**src/rtl/core/u_tube_cell_classifier_macros.svh**
```systemverilog
// Assertion helpers for the classifier modules.
// Each expects signals named clock and reset in the enclosing module.
`ifndef U_TUBE_CELL_CLASSIFIER_MACROS_SVH
`define U_TUBE_CELL_CLASSIFIER_MACROS_SVH

// Check that the consequent follows whenever the antecedent holds.
`define UTCC_ASSERT_IMPL(label, ante, cons, msg) \
   label: assert property (@(posedge clock) disable iff (reset) (ante) |-> cons) \
      else $error(msg);

// Check that a condition never holds.
`define UTCC_ASSERT_NEVER(label, cond, msg) \
   label: assert property (@(posedge clock) disable iff (reset) !(cond)) \
      else $error(msg);

`endif

```
**src/rtl/core/utcc_pkg.sv**
```systemverilog
package utcc_pkg;

   // Grid extent; cells at or beyond it classify as nothing.
   localparam int GRID_W = 1024;
   localparam int GRID_H = 1024;

   localparam int CSR_IDX_W  = 3;
   localparam int CSR_DATA_W = 11;

   typedef enum logic [CSR_IDX_W-1:0] {
      CSR_LEFT_LEG_X,
      CSR_RIGHT_LEG_X,
      CSR_BOTTOM_ROW,
      CSR_TOP_ROW,
      CSR_TUBE_WIDTH,
      CSR_WALL_THICKNESS,
      CSR_LEFT_FILL_LEVEL,
      CSR_RIGHT_FILL_LEVEL
   } csr_index_type;

   // Normalized tube geometry, all lengths in quarter cells.
   typedef struct packed {
      logic [12:0] cx;
      logic [12:0] cy;
      logic [12:0] lc;
      logic [12:0] rc;
      logic [10:0] hw;
      logic [11:0] envh;
      logic [12:0] top_y;
      logic [12:0] ll_y;
      logic [12:0] rl_y;
      logic [23:0] och_sq;
      logic [21:0] ich_sq;
      logic        ich_pos;
      logic [25:0] oenv_sq;
      logic [21:0] ienv_sq;
      logic        ienv_pos;
   } geom_type;

endpackage

```
**src/rtl/core/utcc_geom.sv**
```systemverilog
module utcc_geom (
   input  logic                             clock,
   input  logic                             reset,
   input  logic                             csr_write_en,
   input  logic [utcc_pkg::CSR_IDX_W-1:0]   csr_index,
   input  logic [utcc_pkg::CSR_DATA_W-1:0]  csr_wdata,
   output utcc_pkg::geom_type               geom
);

   typedef struct packed {
      logic [9:0]         left_x;
      logic [9:0]         right_x;
      logic [9:0]         bottom;
      logic [9:0]         top;
      logic [9:0]         width;
      logic [7:0]         wall;
      logic signed [10:0] left_fill;
      logic signed [10:0] right_fill;
   } cfg_type;

   // Ordered corners, swapped legs.
   typedef struct packed {
      logic [9:0]         lx;
      logic [9:0]         rx;
      logic [9:0]         bot;
      logic [9:0]         top;
      logic [9:0]         w;
      logic [7:0]         wall;
      logic signed [10:0] ll;
      logic signed [10:0] rl;
   } g1_type;

   typedef struct packed {
      logic [10:0]        hw;
      logic [11:0]        envh;
      logic [12:0]        lc;
      logic [12:0]        rc;
      logic [12:0]        cx;
      logic [10:0]        rb;
      logic [12:0]        cy;
      logic [9:0]         bot;
      logic [9:0]         top;
      logic signed [10:0] ll;
      logic signed [10:0] rl;
   } g2_type;

   typedef struct packed {
      logic [10:0]        top;
      logic [11:0]        och;
      logic [10:0]        ich;
      logic               ich_pos;
      logic [12:0]        oenv;
      logic [10:0]        ienv;
      logic               ienv_pos;
      logic [9:0]         bot;
      logic signed [10:0] ll;
      logic signed [10:0] rl;
   } g3_type;

   typedef struct packed {
      logic [12:0]        ll_y;
      logic [12:0]        rl_y;
      logic [23:0]        och_sq;
      logic [21:0]        ich_sq;
      logic               ich_pos;
      logic [25:0]        oenv_sq;
      logic [21:0]        ienv_sq;
      logic               ienv_pos;
   } g4_type;

   cfg_type cfg_ff, cfg_in;
   g1_type  g1_ff, g1_in;
   g2_type  g2_ff, g2_in;
   g3_type  g3_ff, g3_in;
   g4_type  g4_ff, g4_in;

   logic [9:0]  span;
   logic [10:0] span2;
   logic [10:0] wm1x2;
   logic [11:0] rbhw;
   logic [11:0] rbhw_p3;
   logic [10:0] raise;

   function automatic logic [10:0] clamp_level(input logic signed [10:0] lvl,
                                               input logic [9:0] bot,
                                               input logic [10:0] top);
      logic [10:0] lvl_u;
      lvl_u = lvl;
      if (lvl[10]) begin
         clamp_level = top;
      end else if (lvl_u < {1'b0, bot}) begin
         clamp_level = {1'b0, bot};
      end else if (lvl_u > top) begin
         clamp_level = top;
      end else begin
         clamp_level = lvl_u;
      end
   endfunction

   // Register file; reset values folded into the next value
   always_comb begin
      cfg_in = cfg_ff;
      if (reset) begin
         cfg_in.left_x      = 10'd0;
         cfg_in.right_x     = 10'd0;
         cfg_in.bottom      = 10'd0;
         cfg_in.top         = 10'd0;
         cfg_in.width       = 10'd1;
         cfg_in.wall        = 8'd0;
         cfg_in.left_fill   = -11'sd1;
         cfg_in.right_fill  = -11'sd1;
      end else if (csr_write_en) begin
         case (utcc_pkg::csr_index_type'(csr_index))
            utcc_pkg::CSR_LEFT_LEG_X:       cfg_in.left_x      = csr_wdata[9:0];
            utcc_pkg::CSR_RIGHT_LEG_X:      cfg_in.right_x     = csr_wdata[9:0];
            utcc_pkg::CSR_BOTTOM_ROW:       cfg_in.bottom      = csr_wdata[9:0];
            utcc_pkg::CSR_TOP_ROW:          cfg_in.top         = csr_wdata[9:0];
            utcc_pkg::CSR_TUBE_WIDTH:       cfg_in.width       = csr_wdata[9:0];
            utcc_pkg::CSR_WALL_THICKNESS:   cfg_in.wall        = csr_wdata[7:0];
            utcc_pkg::CSR_LEFT_FILL_LEVEL:  cfg_in.left_fill   = $signed(csr_wdata);
            utcc_pkg::CSR_RIGHT_FILL_LEVEL: cfg_in.right_fill  = $signed(csr_wdata);
            default:                        cfg_in             = cfg_ff;
         endcase
      end
   end

   // Stage 1: order rows, swap legs with their levels, floor width at one
   always_comb begin
      if (cfg_in.left_x > cfg_in.right_x) begin
         g1_in.lx = cfg_in.right_x;
         g1_in.rx = cfg_in.left_x;
         g1_in.ll = cfg_in.right_fill;
         g1_in.rl = cfg_in.left_fill;
      end else begin
         g1_in.lx = cfg_in.left_x;
         g1_in.rx = cfg_in.right_x;
         g1_in.ll = cfg_in.left_fill;
         g1_in.rl = cfg_in.right_fill;
      end
      if (cfg_in.bottom > cfg_in.top) begin
         g1_in.bot = cfg_in.top;
         g1_in.top = cfg_in.bottom;
      end else begin
         g1_in.bot = cfg_in.bottom;
         g1_in.top = cfg_in.top;
      end
      g1_in.w    = (cfg_in.width == 10'd0) ? 10'd1 : cfg_in.width;
      g1_in.wall = cfg_in.wall;
   end

   // Stage 2: leg centers, bend radius and center
   always_comb begin
      span        = g1_ff.rx - g1_ff.lx;
      span2       = {span, 1'b0};
      wm1x2       = {g1_ff.w - 10'd1, 1'b0};
      g2_in.hw    = {g1_ff.w, 1'b0};
      g2_in.envh  = {1'b0, g1_ff.w, 1'b0} + {2'b00, g1_ff.wall, 2'b00};
      g2_in.lc    = {1'b0, g1_ff.lx, 2'b00} + {2'b00, wm1x2};
      g2_in.rc    = {1'b0, g1_ff.rx, 2'b00} + {2'b00, wm1x2};
      g2_in.cx    = {2'b00, g1_ff.lx, 1'b0} + {2'b00, g1_ff.rx, 1'b0} + {2'b00, wm1x2};
      g2_in.rb    = (span2 < 11'd4) ? 11'd4 : span2;
      g2_in.cy    = {1'b0, g1_ff.bot, 2'b00} + {2'b00, g2_in.rb} + {2'b00, g2_in.hw};
      g2_in.bot   = g1_ff.bot;
      g2_in.top   = g1_ff.top;
      g2_in.ll    = g1_ff.ll;
      g2_in.rl    = g1_ff.rl;
   end

   // Stage 3: raise the leg top to the bend center, ring radii
   always_comb begin
      rbhw           = {1'b0, g2_ff.rb} + {1'b0, g2_ff.hw};
      rbhw_p3        = rbhw + 12'd3;
      raise          = {1'b0, g2_ff.bot} + {1'b0, rbhw_p3[11:2]};
      g3_in.top      = ({1'b0, g2_ff.top} > raise) ? {1'b0, g2_ff.top} : raise;
      g3_in.och      = rbhw;
      g3_in.ich_pos  = g2_ff.rb > g2_ff.hw;
      g3_in.ich      = g2_ff.rb - g2_ff.hw;
      g3_in.oenv     = {2'b00, g2_ff.rb} + {1'b0, g2_ff.envh};
      g3_in.ienv_pos = {1'b0, g2_ff.rb} > g2_ff.envh;
      g3_in.ienv     = 11'({1'b0, g2_ff.rb} - g2_ff.envh);
      g3_in.bot      = g2_ff.bot;
      g3_in.ll       = g2_ff.ll;
      g3_in.rl       = g2_ff.rl;
   end

   // Stage 4: clamp fill levels, square ring radii
   always_comb begin
      g4_in.ll_y     = {clamp_level(g3_ff.ll, g3_ff.bot, g3_ff.top), 2'b10};
      g4_in.rl_y     = {clamp_level(g3_ff.rl, g3_ff.bot, g3_ff.top), 2'b10};
      g4_in.och_sq   = {12'd0, g3_ff.och} * {12'd0, g3_ff.och};
      g4_in.ich_sq   = {11'd0, g3_ff.ich} * {11'd0, g3_ff.ich};
      g4_in.ich_pos  = g3_ff.ich_pos;
      g4_in.oenv_sq  = {13'd0, g3_ff.oenv} * {13'd0, g3_ff.oenv};
      g4_in.ienv_sq  = {11'd0, g3_ff.ienv} * {11'd0, g3_ff.ienv};
      g4_in.ienv_pos = g3_ff.ienv_pos;
   end

   always_ff @(posedge clock) begin
      cfg_ff <= cfg_in;
      g1_ff  <= g1_in;
      g2_ff  <= g2_in;
      g3_ff  <= g3_in;
      g4_ff  <= g4_in;
   end

   always_comb begin
      geom.cx       = g2_ff.cx;
      geom.cy       = g2_ff.cy;
      geom.lc       = g2_ff.lc;
      geom.rc       = g2_ff.rc;
      geom.hw       = g2_ff.hw;
      geom.envh     = g2_ff.envh;
      geom.top_y    = {g3_ff.top, 2'b10};
      geom.ll_y     = g4_ff.ll_y;
      geom.rl_y     = g4_ff.rl_y;
      geom.och_sq   = g4_ff.och_sq;
      geom.ich_sq   = g4_ff.ich_sq;
      geom.ich_pos  = g4_ff.ich_pos;
      geom.oenv_sq  = g4_ff.oenv_sq;
      geom.ienv_sq  = g4_ff.ienv_sq;
      geom.ienv_pos = g4_ff.ienv_pos;
   end

endmodule

```
**src/rtl/core/utcc_datapath.sv**
```systemverilog
`include "u_tube_cell_classifier_macros.svh"

module utcc_datapath (
   input  logic               clock,
   input  logic               reset,
   input  logic               in_valid,
   input  logic [9:0]         in_col,
   input  logic [9:0]         in_row,
   input  utcc_pkg::geom_type geom,
   output logic               out_valid,
   output logic               out_solid,
   output logic               out_fluid,
   output logic               out_air
);

   typedef struct packed {
      logic ge_cy;
      logic le_cy;
      logic l_ch;
      logic r_ch;
      logic l_env;
      logic r_env;
   } pos_type;

   // Stage A: input register
   logic        a_valid_ff;
   logic [9:0]  a_col_ff, a_row_ff;
   // Stage B: sample point
   logic        b_valid_ff, b_grid_ff, b_grid_in;
   logic [11:0] b_x_ff, b_y_ff;
   // Stage C: distances to centers
   logic        c_valid_ff, c_grid_ff;
   logic [11:0] c_y_ff;
   logic [12:0] c_adx_ff, c_ady_ff;
   pos_type     c_pos_ff, c_pos_in;
   // Stage D: squares
   logic        d_valid_ff, d_grid_ff, d_le_top_ff, d_le_top_in;
   logic [11:0] d_y_ff;
   logic [25:0] d_sqx_ff, d_sqy_ff;
   pos_type     d_pos_ff;
   // Stage E: result
   logic        rsp_valid_ff;
   logic        solid_ff, fluid_ff, air_ff;
   logic        solid_in, fluid_in, air_in;

   logic signed [13:0] dx, dy, dl, dr;
   logic [12:0]        adl, adr;
   logic [26:0]        d2;
   logic               bend_ch, bend_env, le_ll, le_rl, env, in_leg_top;

   function automatic logic [12:0] mag(input logic signed [13:0] v);
      mag = v[13] ? 13'(-v) : 13'(v);
   endfunction

   always_comb begin
      b_grid_in = (int'(a_col_ff) < utcc_pkg::GRID_W) && (int'(a_row_ff) < utcc_pkg::GRID_H);
   end

   always_comb begin
      dx             = $signed({2'b00, b_x_ff}) - $signed({1'b0, geom.cx});
      dy             = $signed({2'b00, b_y_ff}) - $signed({1'b0, geom.cy});
      dl             = $signed({2'b00, b_x_ff}) - $signed({1'b0, geom.lc});
      dr             = $signed({2'b00, b_x_ff}) - $signed({1'b0, geom.rc});
      adl            = mag(dl);
      adr            = mag(dr);
      c_pos_in.ge_cy = {1'b0, b_y_ff} >= geom.cy;
      c_pos_in.le_cy = {1'b0, b_y_ff} <= geom.cy;
      c_pos_in.l_ch  = adl <= {2'b00, geom.hw};
      c_pos_in.r_ch  = adr <= {2'b00, geom.hw};
      c_pos_in.l_env = adl <= {1'b0, geom.envh};
      c_pos_in.r_env = adr <= {1'b0, geom.envh};
   end

   always_comb begin
      d_le_top_in = {1'b0, c_y_ff} <= geom.top_y;
   end

   always_comb begin
      d2         = {1'b0, d_sqx_ff} + {1'b0, d_sqy_ff};
      bend_ch    = (d2 <= {3'b000, geom.och_sq}) &&
                   !(geom.ich_pos && (d2 < {5'b00000, geom.ich_sq}));
      bend_env   = (d2 <= {1'b0, geom.oenv_sq}) &&
                   !(geom.ienv_pos && (d2 < {5'b00000, geom.ienv_sq}));
      le_ll      = {1'b0, d_y_ff} <= geom.ll_y;
      le_rl      = {1'b0, d_y_ff} <= geom.rl_y;
      in_leg_top = d_pos_ff.ge_cy && d_le_top_ff;
      env        = (in_leg_top && (d_pos_ff.l_env || d_pos_ff.r_env)) ||
                   (d_pos_ff.le_cy && bend_env);
      air_in     = d_grid_ff && ((in_leg_top && (d_pos_ff.l_ch || d_pos_ff.r_ch)) ||
                                 (d_pos_ff.le_cy && bend_ch));
      fluid_in   = d_grid_ff && ((d_pos_ff.ge_cy && ((le_ll && d_pos_ff.l_ch) ||
                                                     (le_rl && d_pos_ff.r_ch))) ||
                                 (d_pos_ff.le_cy && bend_ch));
      solid_in   = d_grid_ff && env && !air_in;
   end

   // Valid chain
   always_ff @(posedge clock) begin
      if (reset) begin
         a_valid_ff   <= 1'b0;
         b_valid_ff   <= 1'b0;
         c_valid_ff   <= 1'b0;
         d_valid_ff   <= 1'b0;
         rsp_valid_ff <= 1'b0;
      end else begin
         a_valid_ff   <= in_valid;
         b_valid_ff   <= a_valid_ff;
         c_valid_ff   <= b_valid_ff;
         d_valid_ff   <= c_valid_ff;
         rsp_valid_ff <= d_valid_ff;
      end
   end

   // Payload advances every cycle
   always_ff @(posedge clock) begin
      a_col_ff    <= in_col;
      a_row_ff    <= in_row;
      b_x_ff      <= {a_col_ff, 2'b10};
      b_y_ff      <= {a_row_ff, 2'b10};
      b_grid_ff   <= b_grid_in;
      c_adx_ff    <= mag(dx);
      c_ady_ff    <= mag(dy);
      c_y_ff      <= b_y_ff;
      c_pos_ff    <= c_pos_in;
      c_grid_ff   <= b_grid_ff;
      d_sqx_ff    <= {13'd0, c_adx_ff} * {13'd0, c_adx_ff};
      d_sqy_ff    <= {13'd0, c_ady_ff} * {13'd0, c_ady_ff};
      d_y_ff      <= c_y_ff;
      d_pos_ff    <= c_pos_ff;
      d_le_top_ff <= d_le_top_in;
      d_grid_ff   <= c_grid_ff;
      solid_ff    <= solid_in;
      fluid_ff    <= fluid_in;
      air_ff      <= air_in;
   end

   assign out_valid = rsp_valid_ff;
   assign out_solid = solid_ff;
   assign out_fluid = fluid_ff;
   assign out_air   = air_ff;

   `UTCC_ASSERT_IMPL(a_fluid_in_air, rsp_valid_ff && fluid_ff, air_ff, "fluid cell outside channel")
   `UTCC_ASSERT_NEVER(a_solid_not_air, rsp_valid_ff && solid_ff && air_ff, "wall cell in channel")
   `UTCC_ASSERT_IMPL(a_item_delivered, a_valid_ff, ##4 rsp_valid_ff, "item lost in pipeline")
   `UTCC_ASSERT_IMPL(a_no_extra_result, rsp_valid_ff, $past(a_valid_ff, 4), "result without item")

endmodule

```
**src/rtl/core/u_tube_cell_classifier.sv**
```systemverilog
// U-tube cell classifier.
// Item channel: drive req_cell_col/req_cell_row with start; the item is taken
// at a rising edge where start is high and busy is low. busy is high only in
// reset and the cycle after it, so a new cell can be taken every cycle.
// Result channel: rsp_valid pulses for one cycle with rsp_make_solid,
// rsp_make_fluid and rsp_make_air. A result shows once its item has passed
// five register stages (input, sample point, center distances, squares,
// result), in the same order as the items. The receiver cannot stall the
// block, so every result must be taken as it appears.
// Throughput: one cell per cycle while busy is low.
// Configuration: csr_write_en/csr_index/csr_wdata write one register per
// cycle; write only while no item is in flight. The normalized geometry is
// rebuilt in a four-stage pipeline that starts from the incoming write, so
// an item taken at the same edge as a write, or after it, sees the new tube.
// Reset (synchronous) restores tube width one, both fill levels at the top
// row, all other registers zero, and drops any item in flight.
module u_tube_cell_classifier (
   input  logic                             clock,
   input  logic                             reset,
   input  logic                             start,
   output logic                             busy,
   input  logic [9:0]                       req_cell_col,
   input  logic [9:0]                       req_cell_row,
   output logic                             rsp_valid,
   output logic                             rsp_make_solid,
   output logic                             rsp_make_fluid,
   output logic                             rsp_make_air,
   input  logic                             csr_write_en,
   input  logic [utcc_pkg::CSR_IDX_W-1:0]   csr_index,
   input  logic [utcc_pkg::CSR_DATA_W-1:0]  csr_wdata
);

   utcc_pkg::geom_type geom;
   logic               busy_ff;
   logic               item_accept;

   // Hold busy through reset and the cycle after it
   always_ff @(posedge clock) begin
      if (reset) begin
         busy_ff <= 1'b1;
      end else begin
         busy_ff <= 1'b0;
      end
   end

   assign busy        = busy_ff || reset;
   assign item_accept = start && !busy;

   // Configuration registers and the normalized tube
   utcc_geom u_geom (
      .clock        (clock),
      .reset        (reset),
      .csr_write_en (csr_write_en),
      .csr_index    (csr_index),
      .csr_wdata    (csr_wdata),
      .geom         (geom)
   );

   // Per-cell classification pipeline
   utcc_datapath u_datapath (
      .clock     (clock),
      .reset     (reset),
      .in_valid  (item_accept),
      .in_col    (req_cell_col),
      .in_row    (req_cell_row),
      .geom      (geom),
      .out_valid (rsp_valid),
      .out_solid (rsp_make_solid),
      .out_fluid (rsp_make_fluid),
      .out_air   (rsp_make_air)
   );

endmodule

```
**config.mk**
```make
export PLATFORM = sky130hd
export DESIGN_NAME = u_tube_cell_classifier
export DESIGN_NICKNAME = d
export VERILOG_FILES = /design/src/rtl/core/utcc_pkg.sv /design/src/rtl/core/utcc_geom.sv /design/src/rtl/core/utcc_datapath.sv /design/src/rtl/core/u_tube_cell_classifier.sv
export VERILOG_INCLUDE_DIRS = /design/src /design/src/rtl/core
export SDC_FILE = /design/constraint.sdc
export NUM_CORES = 2
export LEC_CHECK = 0
export ABC_AREA = 0
export ABC_CLOCK_PERIOD_IN_PS = 13610
export BUFFER_PORTS_ARGS = -buffer_cell sky130_fd_sc_hd__buf_2
export CAP_MARGIN = 15
export CORE_MARGIN = 1.5
export CORE_UTILIZATION = 60
export DETAILED_ROUTE_END_ITERATION = 16
export GPL_ROUTABILITY_DRIVEN = 1
export PLACE_DENSITY = 0.76
export SLEW_MARGIN = 0
export SYNTH_ARGS = -nofsm -noshare
export SYNTH_HDL_FRONTEND = slang
export SYNTH_SLANG_ARGS = --single-unit
```
**constraint.sdc**
```tcl
create_clock -name clock -period 13.61 [get_ports clock]
set_clock_uncertainty 0.2 [all_clocks]
set_input_delay 1.361 -clock clock [delete_from_list [all_inputs] [get_ports clock]]
set_output_delay 1.361 -clock clock [all_outputs]
set_load 0.02 [all_outputs]
```
# Word-level counts from Yosys, hierarchy flattened
# Index checks and enable logic that the tools add are counted.
# op_classes
muxes	26
multipliers	6
n_lt_le_gt_ge	23
n_eq_ne	7
n_reduce_logical	28
add_sub_neg	24
# ops
op	count
$mux 80	2
$mux 11	9
$mul 13x13->26	3
$mux 10	6
$sub 12x13->14	4
$lt 27x22->1	2
$le 12x13->1	4
$mux 13	4
$neg 13->13	4
$mul 11x11->22	2
$mux 20	2
$add 12x11->13	3
$gt 11x11->1	3
$add 26x26->27	1
$le 27x24->1	1
$le 27x26->1	1
$add 13x11->13	2
$le 13x11->1	2
$le 13x12->1	2
$add 11x11->12	2
$mul 12x12->24	1
$lt 11x10->1	2
$mux 22	1
$sub 11x11->11	2
22 further kinds	49
# word_totals
ff_bits	649
elab_cells	191
out_inout_bits	5
in_bits	38

# Logic depth before layout (Yosys ltp)
# logic_depth
ltp_word	9
mapped_depth	25
ltp_nobuf	25

# Cells and area by module
# From an unflattened synthesis, not the netlist that was laid out.
# hier_totals
hier_cells	5891
area_unflattened_um2	53611.4
# modules_own_cells
mod	cells_each	n_inst	seq_area_each_um2	area_per_inst_um2
utcc_geom	3390	1	9188.8	32331.0
utcc_datapath	2498	1	3143.0	21246.6
u_tube_cell_classifier	3	1	20.0	33.8

# Least setup slack after synthesis
# No wires, ideal clock.
# synth_path
path_kind	register to register
from	reg u_datapath.c_ady_ff[12]
to	reg u_datapath.d_sqy_ff[25]
arrival_time_ns	5.489
period_less_slack_ns	5.810
setup_slack_ns	7.800
setup_time_ns	0.121
path_stages_with_launch	22
required_ns	13.289
n_path_buf	1
cell_sequence	dfxtp_1 -> clkbuf_1 -> and2_1 -> inv_1 -> fa_1 -> inv_1 -> fa_1 -> inv_1 -> fa_1 -> fa_1 -> inv_1 -> fa_1 -> ha_1 -> and3_1 -> a221oi_1 -> a21boi_0 -> o21ai_0 -> o211a_1 -> o21a_1 -> o21a_1 -> o22ai_1 -> xnor2_1
# synth_between
elab_chain_len	1
# synth_rtl
item	line_no	text
from (decl)	utcc_datapath.sv:34	logic [12:0] c_adx_ff, c_ady_ff;
from (signal assigned)	utcc_datapath.sv:122	c_ady_ff <= mag(dy);
$mul 13x13->26	utcc_datapath.sv:127	d_sqy_ff <= {13'd0, c_ady_ff} * {13'd0, c_ady_ff};
to (signal assigned)	utcc_datapath.sv:127	
to (decl)	utcc_datapath.sv:39	logic [25:0] d_sqx_ff, d_sqy_ff;
# No other way between the ends.
# A chain may end at the register's enable or synchronous reset.

# Worst setup path in the final report
# layout_path
from	reg u_datapath.c_ady_ff[3]
to	reg u_datapath.d_sqy_ff[25]
# The elaborated chain is that of the path after synthesis.

==> results_dict.tcl <==
set metrics [dict create \
    status "complete, no violations" \
    ys_ff_latch 611 \
    m1WireLength_um 47570 \
    antenna_found_initial 6 \
    wl_met3_um 3873 \
    ios 43 \
    first_pass_iters 5 \
    critPathLaunchType "flip-flop" \
    setup_tns_ns 0 \
    finalCritPeriodShare_pct 45.81 \
    cpMostUsedCell "fa_1" \
    yosys-top-cells-count "inv_1 (897), ha_1 (772), dfxtp_1 (611)" \
    drv_cap 0 \
    grt_pass1_wl_um 179200 \
    post_cts_buffers 0 \
    synth_area_leaders "dfxtp_1 (25%), ha_1 (19%), fa_1 (17%)" \
    postCtsHoldBufs 0 \
    crit_required_ns 13.93 \
    synth_compound_area_share_pct 11.19 \
    synth_xor_area_share_pct 5.511 \
    overflow 0 \
    dieArea_um2 84380 \
    die_h_um 290.5 \
    place_hpwl_um 88230 \
    yosysSeqAreaShare_pct 24.67 \
    grt_max_degree 61 \
    crit_path_cell_trace "and2_1, inv_1, fa_1, inv_1, fa_1, inv_1, fa_1, fa_1, inv_1, fa_1, ha_1, and3_1, a221oi_1, a21boi_0, o21ai_0, o211a_1, o21a_1, o21a_1, o22ai_1, xnor2_1" \
    h-tree-depth 2 \
    crit_cells 20 \
    routabilityCongestion 0.9231 \
    endpoint "u_datapath.d_sqy_ff[25]" \
    fmax_mhz 160.4 \
    cts.clk_slew.worst_paths_ns 0.07 \
    drt_drc_violations_left 0 \
    cts_resized 0 \
    worst-path-max-fanout 13 \
    hp-class "flip-flop to flip-flop" \
    wirelength_um 108800 \
    top_layer "met4" \
    wl_per_cell_um 16.80 \
    tightest_slew_ns 1.085 \
    grtUsageTotal_pct 25.99 \
    cts_tree "built" \
    fillerInstances 6649 \
    synthMuxAreaShare_pct 0.6485 \
    drv_slew 0 \
    grt_pass1_vias 36260 \
    critPathKind "flip-flop to flip-flop" \
    num_vias 35290 \
    postLayoutCellArea_um2 52960 \
    syn_inst 5362 \
    cts_root_buffer "clkbuf_16" \
    antenna_left 0 \
    crit_slowest_cell "dfxtp_1" \
    synthFlopType "dfxtp_1" \
    syn_area_um2 49590 \
    nNetsFinal 6595 \
    syn_to_final_growth_pct 6.798 \
    synth_edf_count 0 \
    rows 105 \
    yosysMostFrequentCell "inv_1" \
    start_util_pct 60.49 \
    slowest_delay_ns 0.57 \
    synth.avg_cell_area_um2 9.248 \
    regToRegStartpoint "u_datapath.c_ady_ff[3]" \
    synth_top_area_share_pct 24.67 \
    place_area_um2 50730 \
    cts_buffer_depth 3 \
    insertion_delay_ns 0.67 \
    synth_fp_nets 6602 \
    avgViaCountPerCell 5.449 \
    stdcell_count 6477 \
    hold_violations 0 \
    drive_gt1_share_pct 4.218 \
    dp_cells 6360 \
    cts_buffers 61 \
    crit_buf_inv 4 \
    yosys_warnings 0 \
    clock_sinks 611 \
    synthSimpleGateAreaFrac_pct 13.39 \
    io_buffers 42 \
    drt_iter0_markers 1856 \
    synth_cell_types 84 \
    worstPathArrival_ns 6.56 \
    rsz0062_at_grt "no" \
    slew_headroom_pct 27.10 \
    finalSetupViolCount 0 \
    synth_largest_area_cell "dfxtp_1" \
    ys_async_sr_fraction_pct 0 \
    crit_family "adder cells" \
    ff2ff_path_depth 20 \
    die_w_um 290.5 \
    synth_top_family_by_area "adder cells" \
    yosys.area_share.adder_pct 36.84 \
    r2r-end "u_datapath.d_sqy_ff[25]" \
    worstSetupStartpoint "u_datapath.c_ady_ff[3]" \
    reg2reg_slack_ns 7.38 \
    endpoint_kind "flip-flop" \
    core-area_um2 81980 \
    met2_length_um 53530 \
    min_period_ns 6.234 \
]
-- worst min path at each step --
stage / start / slack, ns / depth (start not counted) / end
2_1_floorplan: u_datapath.a_col_ff[8] / 0.11 / 0 / u_datapath.b_x_ff[10]
3_3_place_gp: u_geom.g1_ff[13] / 0.11 / 0 / u_geom.g2_ff[13]
3_5_place_dp: u_geom.g1_ff[15] / 0.11 / 0 / u_geom.g2_ff[15]
4_1_cts: u_geom.g2_ff[16] / 0.12 / 0 / u_geom.g3_ff[16]
5_1_grt: u_datapath.c_pos_ff[5] / 0.13 / 0 / u_datapath.d_pos_ff[5]
6_report: u_geom.g2_ff[16] / 0.12 / 0 / u_geom.g3_ff[16]
-- cell usage in the layout (no fill, tap or decap), types with 9 or more instances in the layout --
cell type and count:
or2_2 27, and3_1 25, nand4_1 37, inv_1 897
and2_1 253, mux2_2 17, nor3_1 69, fa_1 430
a21boi_0 12, ha_1 772, o31a_1 11, xnor2_1 221
or3_1 25, o21a_1 68, clkinv_2 13, nor4_1 10
a211o_1 23, nand2_1 375, dfxtp_1 611, nand3b_1 20
mux2i_1 13, a211oi_1 29, bufinv_16 9, o31ai_1 19
a2111oi_0 10, buf_2 42, nand3_1 60, a21oi_1 289
nand2b_1 41, clkbuf_8 9, a31oi_1 13, a21o_1 86
o21ai_0 146, o21bai_1 49, nor2b_1 83, a221o_1 10
clkbuf_16 61, xor2_1 91, o211ai_1 13, nor2_1 279
-- cell families (layout without fill, tap and decap cells) --
family	Yosys count	count (layout)
and+or+nand+nor	1332	1332
adders and majority gates	1202	1202
buffers and inverters	1020	1064
AOI/OAI and AO/OA	855	855
DFF	611	611
xor gates and xnor gates	312	312
muxes	30	30
other	0	1
-- final cells by class --
class | instances | area, um2 | share of cell area (%)
antenna | 1 | 2.502 | 0.004725
multi-input combinational | 3731 | 33520 | 63.29
timing repair buffer | 52 | 286.5 | 0.5411
clock buffer | 75 | 1669 | 3.152
inverter | 898 | 3371 | 6.365
clock inverter | 39 | 540.5 | 1.021
sequential | 611 | 12230 | 23.10
tap | 1070 | 1339 | 2.528
-- sequential cells by signal, indices dropped and copies added (netlist names), 12 cells and up --
signal	cells
u_datapath.d_sqx_ff	23
u_datapath.c_ady_ff	12
u_geom.g2_ff	52
u_geom.cfg_ff	80
u_datapath.c_adx_ff	12
u_datapath.d_sqy_ff	23
u_geom.g1_ff	72
u_geom.geom	181
u_geom.g3_ff	74
-- routing by layer --
metal | vias to the layer above | global-route usage [%]
met4 | 0 | 9.207
met1 | 16930 | 32.84
met2 | 689 | 46.32
li1 | 17470 | -
met5 | - | 0
met3 | 208 | 2.386
-- metrics by stage --
step	setup WS, ns	util (%)	hold WS, ns
6_report	7.376	64.60	0.1211
5_1_grt	6.927	64.60	0.1276
4_1_cts	7.352	64.58	0.1207
3_5_place_dp	7.378	61.88	0.1121
3_3_place_gp	7.454	61.88	0.1101
2_1_floorplan	7.800	-	0.1096
Power is not shown: default switching activity piles up to over one toggle a cycle in this logic, so the estimate is an artifact.
